## src/rtl/wpel_pkg.sv

```systemverilog
// Shared widths, codes and state types of the weighted pick block.
`timescale 1ns / 1ps
`default_nettype none

package wpel_pkg;

  localparam int KEY_W           = 16;
  localparam int WEIGHT_W        = 8;
  localparam int RAND_W          = 31;
  localparam int STATUS_W        = 2;
  localparam int PICK_W          = 6;
  localparam int MAX_ENTRIES_DEF = 64;

  // Request codes
  localparam logic REQ_APPEND = 1'b0;
  localparam logic REQ_DRAW   = 1'b1;

  // Result status codes
  typedef enum logic [STATUS_W-1:0] {
    ST_PICKED   = 2'd0,
    ST_EMPTY    = 2'd1,
    ST_APPENDED = 2'd2,
    ST_FULL     = 2'd3
  } status_t;

  // Sequencer states
  typedef enum logic [2:0] {
    S_IDLE,
    S_SUM,
    S_MOD,
    S_WALK,
    S_POST
  } state_t;

endpackage

`default_nettype wire

```

## src/rtl/wpel_ram.sv

```systemverilog
// Generic simple dual-port RAM with registered read.
`timescale 1ns / 1ps
`default_nettype none

module wpel_ram #(
  parameter int WIDTH = 24,
  parameter int DEPTH = 64
) (
  input  wire logic                     clk,
  input  wire logic                     we,
  input  wire logic [$clog2(DEPTH)-1:0] waddr,
  input  wire logic [WIDTH-1:0]         wdata,
  input  wire logic [$clog2(DEPTH)-1:0] raddr,
  output logic      [WIDTH-1:0]         rdata
);

  logic [WIDTH-1:0] mem [DEPTH];

  // Write port
  always_ff @(posedge clk) begin
    if (we) begin
      mem[waddr] <= wdata;
    end
  end

  // Registered read port
  always_ff @(posedge clk) begin
    rdata <= mem[raddr];
  end

endmodule

`default_nettype wire

```

## src/rtl/wpel_mod.sv

```systemverilog
// Bit-serial restoring remainder unit: num mod den, one quotient bit a cycle.
`timescale 1ns / 1ps
`default_nettype none

module wpel_mod #(
  parameter int NUM_W = 31,
  parameter int DEN_W = 14
) (
  input  wire logic             clk,
  input  wire logic             rst,
  input  wire logic             start,
  input  wire logic [NUM_W-1:0] num,
  input  wire logic [DEN_W-1:0] den,
  output logic                  done,
  output logic      [DEN_W-1:0] rem
);

  localparam int CW = $clog2(NUM_W);

  logic             busy;
  logic [CW-1:0]    cnt;
  logic [NUM_W-1:0] shreg;
  logic [DEN_W:0]   trial;
  logic             ge;

  // Shift in the next dividend bit and compare against the divisor
  always_comb begin
    trial = {rem, shreg[NUM_W-1]};
    ge    = trial >= {1'b0, den};
  end

  // Control: count down the dividend bits
  always_ff @(posedge clk) begin
    if (rst) begin
      busy <= 1'b0;
      done <= 1'b0;
      cnt  <= '0;
    end else begin
      done <= busy && (cnt == '0);
      if (start) begin
        busy <= 1'b1;
        cnt  <= CW'(NUM_W - 1);
      end else if (busy) begin
        if (cnt == '0) begin
          busy <= 1'b0;
        end else begin
          cnt <= cnt - 1'b1;
        end
      end
    end
  end

  // Datapath: partial remainder and dividend shifter
  always_ff @(posedge clk) begin
    if (start) begin
      rem   <= '0;
      shreg <= num;
    end else if (busy) begin
      rem   <= ge ? DEN_W'(trial - {1'b0, den}) : trial[DEN_W-1:0];
      shreg <= {shreg[NUM_W-2:0], 1'b0};
    end
  end

endmodule

`default_nettype wire

```

## src/rtl/weighted_pick_excluding_last.sv

```systemverilog
// Top level of the weighted pick block: entry table, draw sequencer, result word.
`timescale 1ns / 1ps
`default_nettype none

// Weighted random pick over a table of (key, weight) entries held in one RAM,
// skipping every entry whose key equals the last winner's key. An append word
// writes the next free row and answers "appended", or "full" once MAX_ENTRIES
// rows are taken. A draw word on an empty table answers "empty". Otherwise the
// draw streams the table through the RAM read port once to sum eligible
// weights, reduces random_value mod the sum in a bit-serial remainder unit,
// then streams the table a second time to walk the wheel. A zero eligible sum
// picks row 0. One word is in work at a time; the result sits in an output
// register, and the block returns to accept the next word as soon as that
// register has taken it. Nothing is cleared in the RAM after reset: only rows
// below the entry count are ever read.
module weighted_pick_excluding_last #(
  parameter int MAX_ENTRIES = wpel_pkg::MAX_ENTRIES_DEF
) (
  input  wire logic                          clk,
  input  wire logic                          rst,
  input  wire logic                          in_valid,
  output logic                               in_stall,
  input  wire logic                          req_type,
  input  wire logic [wpel_pkg::KEY_W-1:0]    entry_key,
  input  wire logic [wpel_pkg::WEIGHT_W-1:0] entry_weight,
  input  wire logic [wpel_pkg::RAND_W-1:0]   random_value,
  output logic                               out_valid,
  input  wire logic                          out_stall,
  output logic [wpel_pkg::STATUS_W-1:0]      status,
  output logic [wpel_pkg::PICK_W-1:0]        picked_index,
  output logic [wpel_pkg::KEY_W-1:0]         picked_key
);

  localparam int KW    = wpel_pkg::KEY_W;
  localparam int WW    = wpel_pkg::WEIGHT_W;
  localparam int PW    = wpel_pkg::PICK_W;
  localparam int IDX_W = $clog2(MAX_ENTRIES);
  localparam int CNT_W = $clog2(MAX_ENTRIES + 1);
  localparam int SUM_W = WW + IDX_W;
  localparam int RAM_W = KW + WW;

  wpel_pkg::state_t  state, state_next;

  logic [CNT_W-1:0]  count;
  logic [KW-1:0]     last_key;
  logic [CNT_W-1:0]  rd_addr;
  logic              rd_vld;
  logic [IDX_W-1:0]  rd_idx;
  logic [RAM_W-1:0]  rdata;
  logic [SUM_W-1:0]  sum;
  logic [SUM_W-1:0]  remain;
  logic [KW-1:0]     key0;
  logic [wpel_pkg::RAND_W-1:0] rnd;

  wpel_pkg::status_t res_status;
  logic [IDX_W-1:0]  res_idx;
  logic [KW-1:0]     res_key;

  logic              mod_start;
  logic              mod_done;
  logic [SUM_W-1:0]  mod_rem;

  logic              in_acc;
  logic              is_full;
  logic              is_append;
  logic [KW-1:0]     rd_key;
  logic [WW-1:0]     rd_wt;
  logic              eligible;
  logic              hit;
  logic              scan_end;
  logic              out_free;
  logic              issue;
  logic              ram_we;
  logic              load_out;

  // Decode handshake and the word streaming out of the RAM
  always_comb begin
    in_stall  = (state != wpel_pkg::S_IDLE);
    in_acc    = in_valid && !in_stall;
    is_append = (req_type == wpel_pkg::REQ_APPEND);
    is_full   = (count == CNT_W'(MAX_ENTRIES));
    rd_key    = rdata[RAM_W-1:WW];
    rd_wt     = rdata[WW-1:0];
    eligible  = rd_vld && (rd_key != last_key);
    hit       = eligible && (SUM_W'(rd_wt) >= remain);
    scan_end  = (rd_addr == count) && !rd_vld;
    out_free  = !out_valid || !out_stall;
  end

  // Next state
  always_comb begin
    state_next = state;
    unique case (state)
      wpel_pkg::S_IDLE: begin
        if (in_acc) begin
          if (is_append || (count == '0)) begin
            state_next = wpel_pkg::S_POST;
          end else begin
            state_next = wpel_pkg::S_SUM;
          end
        end
      end
      wpel_pkg::S_SUM: begin
        if (scan_end) begin
          state_next = (sum == '0) ? wpel_pkg::S_POST : wpel_pkg::S_MOD;
        end
      end
      wpel_pkg::S_MOD: begin
        if (mod_done) begin
          state_next = wpel_pkg::S_WALK;
        end
      end
      wpel_pkg::S_WALK: begin
        if (hit || scan_end) begin
          state_next = wpel_pkg::S_POST;
        end
      end
      wpel_pkg::S_POST: begin
        if (out_free) begin
          state_next = wpel_pkg::S_IDLE;
        end
      end
      default: state_next = wpel_pkg::S_IDLE;
    endcase
  end

  // Control strobes
  always_comb begin
    issue     = 1'b0;
    mod_start = 1'b0;
    load_out  = 1'b0;
    ram_we    = 1'b0;
    unique case (state)
      wpel_pkg::S_IDLE: ram_we = in_acc && is_append && !is_full;
      wpel_pkg::S_SUM: begin
        issue     = (rd_addr != count);
        mod_start = scan_end && (sum != '0);
      end
      wpel_pkg::S_MOD:  ;
      wpel_pkg::S_WALK: issue = (rd_addr != count);
      wpel_pkg::S_POST: load_out = out_free;
      default: ;
    endcase
  end

  always_ff @(posedge clk) begin
    if (rst) begin
      state <= wpel_pkg::S_IDLE;
    end else begin
      state <= state_next;
    end
  end

  // Entry table: key in the upper bits, weight in the lower
  wpel_ram #(
    .WIDTH (RAM_W),
    .DEPTH (MAX_ENTRIES)
  ) u_table (
    .clk   (clk),
    .we    (ram_we),
    .waddr (count[IDX_W-1:0]),
    .wdata ({entry_key, entry_weight}),
    .raddr (rd_addr[IDX_W-1:0]),
    .rdata (rdata)
  );

  // Remainder of the random word by the eligible sum
  wpel_mod #(
    .NUM_W (wpel_pkg::RAND_W),
    .DEN_W (SUM_W)
  ) u_mod (
    .clk   (clk),
    .rst   (rst),
    .start (mod_start),
    .num   (rnd),
    .den   (sum),
    .done  (mod_done),
    .rem   (mod_rem)
  );

  // Control registers: fill count, last winner, read stream
  always_ff @(posedge clk) begin
    if (rst) begin
      count    <= '0;
      last_key <= '0;
      rd_addr  <= '0;
      rd_vld   <= 1'b0;
    end else begin
      if (ram_we) begin
        count <= count + 1'b1;
      end
      if (state == wpel_pkg::S_SUM && scan_end && sum == '0) begin
        last_key <= key0;
      end else if (state == wpel_pkg::S_WALK && hit) begin
        last_key <= rd_key;
      end else if (state == wpel_pkg::S_WALK && scan_end) begin
        last_key <= key0;
      end
      // Rewind the read pointer before each pass, advance while streaming
      if (state == wpel_pkg::S_IDLE || (state == wpel_pkg::S_SUM && scan_end)) begin
        rd_addr <= '0;
      end else if (issue) begin
        rd_addr <= rd_addr + 1'b1;
      end
      rd_vld <= issue;
    end
  end

  // Draw datapath: sum, row 0 key, wheel remainder, pending result
  always_ff @(posedge clk) begin
    rd_idx <= rd_addr[IDX_W-1:0];
    if (state == wpel_pkg::S_IDLE) begin
      sum <= '0;
    end else if (state == wpel_pkg::S_SUM && eligible) begin
      sum <= sum + SUM_W'(rd_wt);
    end
    if (state == wpel_pkg::S_SUM && rd_vld && rd_idx == '0) begin
      key0 <= rd_key;
    end
    if (in_acc) begin
      rnd <= random_value;
    end
    if (mod_done) begin
      remain <= mod_rem + 1'b1;
    end else if (state == wpel_pkg::S_WALK && eligible && !hit) begin
      remain <= remain - SUM_W'(rd_wt);
    end
    // Stage the result word
    if (in_acc) begin
      res_idx <= '0;
      res_key <= '0;
      if (is_append) begin
        res_status <= is_full ? wpel_pkg::ST_FULL : wpel_pkg::ST_APPENDED;
      end else begin
        res_status <= (count == '0) ? wpel_pkg::ST_EMPTY : wpel_pkg::ST_PICKED;
      end
    end else if (state == wpel_pkg::S_SUM && scan_end && sum == '0) begin
      res_key <= key0;
    end else if (state == wpel_pkg::S_WALK && hit) begin
      res_idx <= rd_idx;
      res_key <= rd_key;
    end else if (state == wpel_pkg::S_WALK && scan_end) begin
      res_idx <= '0;
      res_key <= key0;
    end
  end

  // Output register: load when free, drop once taken
  always_ff @(posedge clk) begin
    if (rst) begin
      out_valid <= 1'b0;
    end else if (load_out) begin
      out_valid <= 1'b1;
    end else if (!out_stall) begin
      out_valid <= 1'b0;
    end
  end

  always_ff @(posedge clk) begin
    if (load_out) begin
      status       <= res_status;
      picked_index <= PW'(res_idx);
      picked_key   <= res_key;
    end
  end

endmodule

`default_nettype wire
```

## config.mk

```make
export PLATFORM = sky130hd
export DESIGN_NAME = weighted_pick_excluding_last
export DESIGN_NICKNAME = d
export VERILOG_FILES = /design/src/rtl/wpel_pkg.sv /design/src/rtl/wpel_ram.sv /design/src/rtl/wpel_mod.sv /design/src/rtl/weighted_pick_excluding_last.sv
export SDC_FILE = /design/constraint.sdc
export NUM_CORES = 2
export LEC_CHECK = 0
export BUFFER_PORTS_ARGS = -buffer_cell sky130_fd_sc_hd__buf_2
export CAP_MARGIN = 20
export CORE_MARGIN = 3
export CORE_UTILIZATION = 40
export DETAILED_ROUTE_END_ITERATION = 7
export GPL_ROUTABILITY_DRIVEN = 0
export GPL_TIMING_DRIVEN = 0
export MAX_ROUTING_LAYER = met4
export PLACE_DENSITY_LB_ADDON = 0.05
export SYNTH_ARGS = -nofsm -noshare
export SYNTH_HDL_FRONTEND = slang
export SYNTH_SLANG_ARGS = --single-unit
```

## constraint.sdc

```tcl
create_clock -name clk -period 4.54 [get_ports clk]
set_clock_uncertainty 0.2 [all_clocks]
set_input_delay 0.227 -clock clk [delete_from_list [all_inputs] [get_ports clk]]
set_output_delay 0.227 -clock clk [all_outputs]
set_load 0.01 [all_outputs]
```

; ---- After elaboration in Yosys (flattened, before gate mapping)
; Memories as Yosys holds them, arrays and structs flattened. A register that Yosys moved wholly into a read port is not among the register bits.
; Cells that the tools add are included.
[op_classes]
eq_ne = 15
reduce_logical = 45
bitwise = 3
order_cmp = 2
add_sub_neg = 7
muxes = 35
[op_table]
columns = cell, n
row1 = 2-to-1 mux 31 bit, 2
row2 = 2-to-1 mux 16 bit, 3
row3 = 2-to-1 mux 14 bit, 3
row4 = 2-to-1 mux 3 bit, 7
row5 = logical AND 1 bit, 17
row6 = != test 16 bit, 1
row7 = greater-or-equal comparator 15 x 14 -> 1 bit, 1
row8 = 2-to-1 mux 5 bit, 3
row9 = one-hot mux 3 bit (5 select lines), 1
row10 = "adder 14 x 1 -> 14 bit, second input constant", 1
row11 = adder 14 x 8 -> 14 bit, 1
row12 = "adder 7 x 1 -> 7 bit, second input constant", 2
row13 = greater-or-equal comparator 8 x 14 -> 1 bit, 1
row14 = logical NOT 14 bit, 1
row15 = nonzero test 14 bit, 1
row16 = subtractor 14 bit, 1
row17 = subtractor 14 x 8 -> 14 bit, 1
row18 = 2-to-1 mux 1 bit, 13
row19 = 2-to-1 mux 6 bit, 2
row20 = "!= test 2 bit, second input constant", 5
row21 = == test 7 bit, 1
row22 = "== test 7 bit, second input constant", 1
row23 = logical NOT 7 bit, 1
row24 = != test 7 bit, 1
row25 = 17 further kinds, 36
[totals]
memories = 1
mem_bits_rw = 1536
in_bits = 60
out_inout_bits = 26
ff_bits = 216
[memory_table]
columns = memory, depth, word_bits, rd, rd_clocked_by_memory_dff, write_ports, line_no
row1 = u_table.mem, 64, 24, 1, 1, 1, wpel_ram.sv:17  ; logic [WIDTH-1:0] mem [DEPTH];

; ---- Longest topological paths before layout
[depth]
depth_word = 8
depth_mapped = 10
ltp_nobuf = 9

; ---- Modules after synthesis
; Synthesis repeated with hierarchy kept, for this count alone.
[hier_totals]
hier_cells = 3525
hier_area_um2 = 69695.6
[modules_own_cells]
columns = mod, area_each_um2, seq_area_each_um2, n_inst, cells_each
row1 = wpel_ram, 59295.6, 46604.7, 1, 2610
row2 = weighted_pick_excluding_last, 7400.8, 4154.0, 1, 638
row3 = wpel_mod, 2999.1, 1351.3, 1, 277

; ---- Worst setup path after synthesis
; No wires, ideal clock.
[synth_path]
path_kind = register to register
from = reg count[1]
to = mem u_table.mem[59][0] (enable)
stages_incl_launch_ff = 9
path_buffers = 1
required_ns = 3.935
t_arrival_ns = 2.914
setup_slack_ns = 1.021
path_cell_list = dfxtp_1 -> clkbuf_1 -> inv_1 -> ha_1 -> nor3b_1 -> a211oi_1 -> and2b_1 -> nand3_1 -> nor2_1
[synth_via]
elab_chain_len = 6
[synth_lines]
columns = element, line_no
row1 = from (decl), weighted_pick_excluding_last.sv:44  ; logic [CNT_W-1:0] count;
row2 = from (signal assigned), weighted_pick_excluding_last.sv:190  ; count <= count + 1'b1;
row3 = == test 7 bit, weighted_pick_excluding_last.sv:81  ; is_full = (count == CNT_W'(MAX_ENTRIES));
row4 = logical NOT 1 bit, weighted_pick_excluding_last.sv:134  ; wpel_pkg::S_IDLE: ram_we = in_acc && is_append && !is_full;
row5 = logical AND 1 bit, weighted_pick_excluding_last.sv:134
row6 = 2-to-1 mux 1 bit, weighted_pick_excluding_last.sv:133  ; unique case (state)
row7 = 2-to-1 mux 1 bit, wpel_ram.sv:21  ; if (we) begin
row8 = 2-to-1 mux 1 bit (implied by the code), wpel_ram.sv:22  ; mem[waddr] <= wdata;
row9 = to (decl), wpel_ram.sv:17
; Several ways; a longest one is shown, not always the timed one.

; ---- Worst setup path in the final report
[layout_path]
from = reg count[5]
to = mem u_table.mem[2][12] (enable)
; The elaborated chain is that of the path after synthesis.

==> results.md <==
- Post-synth ARST share: 0%
- Num CTS Buffers: ~190
- Die Span X: around 420 microns
- Number of synthesized flops with an enable pin: 1654
- Predominant post-synthesis flop cell: edfxtp_1
- Initial antenna violation count: 7
- I/O Buffers: 84
- Crit path DAT: 4.72 ns
- Commonest non-fill, non-tap cell in the layout: edfxtp_1
- Delay-heaviest family, CP: simple AND/OR/NAND/NOR gates
- Row Count: approximately 150
- Vias per std cell: ~5.6
- Sw power: between 7 and 8 mW
- Die area: 178000 sq um
- Crit-path max cell delay: around 0.7 ns
- Number of synthesized register bits: ~1800
- DR vias: 35100
- Slowest cell on the critical path: nor2_4
- Die height: between 400 and 500 microns
- DRT iter0 DRCs: 3248
- Highest-count cells in the layout ignoring fill and taps: edfxtp_1, mux4_2, nand2_1
- Worst VDD drop: around 0.34 mV
- PD cells: approximately 410 nW/um^2
- Share of cells above drive strength 1: 28.1%
- Sink Count: 1776
- Largest net degree at the start of global routing: 65
- RSZ-0062 raised after global routing: true
- Final non-filler cell total: approximately 6300
- Hold Fails Final Rpt: 0
- Worst min-delay path class: in2reg
- Inst Count DP: slightly below 6000
- Area Growth Syn to Fin: 18.8%
- Worst setup EP type: flop
- R2r setup slk: roughly 0.097 ns
- Longest Clk Path Bufs: 3
- Core Box Area: 172000 sq um
- Net Sw Frac: between 20% and 30%
- Routed len/inst: between 30 and 40 microns
- Fin nets: between 3000 and 4000
- Maxcap violations: 0
- Critical Path Start Type: flop
- WHS Path Cells: 4
- Worst-margin pin slew: ~1.1 ns
- Gate Count Post-Synth: around 3400
- Clock-pin slew on the worst setup and hold paths: ~0.060 ns
- Comb power frac: between 3 and 4%
- Status: finished clean
- Worst R2R End: u_table.mem[2][12]$_DFFE_PP_
- Dpl cell area: 75100 sq um
- Pint: ~27 mW
- H-tree depth: 4
- Drc violations: 0
- Worst path buffer plus inverter count: 3
- Fin crit period: roughly 4.4 ns
- Worst hold endpoint: out_valid$_SDFFE_PP0P_
- Yosys cell types: 80
- Io pins: between 80 and 90
- First-pass detailed-route iteration total: 5
- Ratio of final minimum period to clock period: between 90% and 100%
- Total Wirelength: roughly 190000 microns
- CTS tree: done
- Syn nets: 3448
- Starting density of the core: approximately two fifths
- First-pass GRT wire length: about 270000 microns
- Required time worst endpoint: ~4.8 ns
- Global-route usage over all layers: between 20% and 30%
- Slew margin rel.: about 29%
- Dpl hpwl: approximately 130000 microns
- Worst skew pair latency: roughly 0.80 ns
- Worst r2r src: count[5]$_SDFFE_PP0P_
- # setup viols final: 0
- CP most frequent cell: buf_2
- Final instance area: around 80000 sq um
- CTS root buf: clkbuf_16
- Crit path cell chain: buf_2 > or3_1 > buf_2 > nor3b_1 > a211oi_1 > and2b_1 > nand2_1 > nor2_4 > buf_16
- Antenna viol nets, final: 0
- Seq pwr share: a little over half
- Worst R2R Path Depth: 9
- Syn Area/Cell: 20.7 sq um
- Synth warn: 0
- Post-synthesis sequential area ratio: 75.2%
- Hold path start: out_stall
- P_leak: around 26 nW
- Max Clk Rate: ~230 MHz
- Vias in the first global route: 36700
- Critical path peak fanout: 15
- Critical path class: reg2reg
- Final Max Slew Viols: 0
- Total global routing overflow: 0
- Clock power share: between 40% and 50%
- Synth Cell Area: slightly below 70000 sq um
- Total power: 34.1 mW
[cells in the mapped netlist (4+ instances only)]
| master | n | share of area, % |
|---|---|---|
| a211o_1 | 7 | 0.088 |
| nand2b_1 | 8 | 0.072 |
| mux2i_1 | 10 | 0.14 |
| o21ai_0 | 24 | 0.17 |
| clkbuf_1 | 93 | 0.50 |
| nand4_1 | 13 | 0.12 |
| and2_1 | 8 | 0.072 |
| a21o_1 | 5 | 0.054 |
| xnor2_1 | 22 | 0.28 |
| and3_1 | 7 | 0.063 |
| mux4_2 | 480 | 16 |
| a311oi_1 | 10 | 0.13 |
| xor2_1 | 39 | 0.49 |
| nor4_1 | 15 | 0.14 |
| o211ai_1 | 6 | 0.065 |
| and4_1 | 4 | 0.051 |
| nor2_2 | 10 | 0.090 |
| o21a_1 | 11 | 0.12 |
| a22o_1 | 7 | 0.088 |
| a21oi_1 | 45 | 0.33 |
| o21ai_1 | 5 | 0.036 |
| o31ai_1 | 9 | 0.097 |
| edfxtp_1 | 1654 | 72 |
| or4_1 | 5 | 0.054 |
| nor3_1 | 20 | 0.14 |
| buf_2 | 44 | 0.32 |
| a22oi_1 | 48 | 0.52 |
| or3_1 | 10 | 0.090 |
| nor2_1 | 138 | 0.75 |
| buf_1 | 31 | 0.17 |
| nor3b_1 | 7 | 0.076 |
| ha_1 | 35 | 0.63 |
| nand2_1 | 200 | 1.1 |
| a21oi_2 | 10 | 0.13 |
| nor2b_1 | 13 | 0.12 |
| nand3_1 | 30 | 0.22 |
| a211oi_1 | 22 | 0.24 |
| nand3b_1 | 5 | 0.054 |
| a211oi_2 | 19 | 0.34 |
| inv_1 | 41 | 0.22 |
| dfxtp_1 | 122 | 3.5 |
[flip-flops by register name, indices dropped and copies added (netlist names)]
name	count
u_mod.rem	14
u_table.mem	1536
status	2
res_key	16
u_mod.done	1
rd_idx	6
rd_addr	7
count	7
u_table.rdata	24
res_idx	6
remain	14
u_mod.cnt	5
last_key	16
res_status	2
picked_index	6
out_valid	1
rnd	31
rd_vld	1
u_mod.shreg	31
key0	16
state	3
u_mod.busy	1
picked_key	16
sum	14
[timing repair]
item | 4_1_cts | 5_1_grt
hold buffers | 86 | 5
setup endpoints to repair | 58 | 59
pin swaps | 2 | 6
buffers inserted | 2 | 10
endpoints found under the hold margin | 937 | 240
resized for setup | 7 | 0
[worst max-delay path by stage]
stage	from	to	cells past startpoint
final	count[5]$_SDFFE_PP0P_	u_table.mem[2][12]$_DFFE_PP_	9
after CTS	rd_addr[0]$_SDFFE_PP0P_	u_table.rdata[5]$_DFF_P_	8
after floorplan	count[1]$_SDFFE_PP0P_	u_table.mem[59][0]$_DFFE_PP_	8
after detailed placement	rd_addr[1]$_SDFFE_PP0P_	u_table.rdata[7]$_DFF_P_	7
after global placement	count[1]$_SDFFE_PP0P_	u_table.mem[35][7]$_DFFE_PP_	8
after global routing	count[5]$_SDFFE_PP0P_	u_table.mem[40][7]$_DFFE_PP_	9
[cells by family (layout without fill, tap and decap cells)]
| kind of cell | Yosys count | in the layout | synth area share, % |
|---|---|---|---|
| compound gates | 265 | 265 | 2.92 |
| xor+xnor | 61 | 61 | 0.771 |
| fa+ha+maj | 38 | 38 | 0.719 |
| buf+inv | 215 | 849 | 1.28 |
| flops | 1776 | 1776 | 75.2 |
| mux | 492 | 492 | 15.8 |
| other cells | 0 | 5 | 0 |
| simple gates | 503 | 503 | 3.33 |
[power by group through the flow]
stage	sequential (mW)	clock [mW]	combinational (mW)
2_1_floorplan	18.4	0	0.606
3_3_place_gp	18.5	0	1.13
3_5_place_dp	18.5	0	1.23
4_1_cts	18.1	15.0	1.29
5_1_grt	18.1	15.7	1.43
6_report	18.1	14.7	1.32
[area by class of cell]
cell class              instances  area (sq um)
fillers                     14200         89600
repair buffers                294          3750
diodes                          5          12.5
flip-flops and latches       1776         52100
clock buffers                 246          5110
clock inverters                94           722
well taps                    2310          2890
plain buffers                 172           734
inverters                      43           161
multi-input cells            1359         16800
[worst register-to-register path, stage by stage (launching register included)]
cell and delay (ns):
dfxtp_1 0.36, buf_2 0.22, or3_1 0.12, buf_2 0.47, nor3b_1 0.17, a211oi_1 0.67, and2b_1 0.32, nand2_1 0.62
nor2_4 0.72, buf_16 0.25
[routing by layer]
| metal | up-vias | track usage (%) | wire length, microns |
|---|---|---|---|
| li1 | 14900 | - | - |
| met5 | - | - | 0 |
| met1 | 18900 | 29.0 | 79800 |
| met2 | 1051 | 36.0 | 95400 |
| met4 | 0 | 5.64 | 4570 |
| met3 | 256 | 3.27 | 9630 |
[metrics by stage]
stage | setup TNS, ns | hold WS (ns) | setup slack (ns) | util (%)
6_report | 0 | 0.134 | 0.0967 | 47.9
5_1_grt | -0.0305 | 0.120 | -0.00873 | 47.9
4_1_cts | 0 | 0.0116 | 0.0353 | 47.6
3_5_place_dp | -3.49 | 0.137 | -0.133 | 43.7
3_3_place_gp | -952.12 | 0.145 | -1.09 | 42.2
2_1_floorplan | 0 | 0.126 | 1.02 | -
Note: power is estimated with default switching activity, not from simulation.
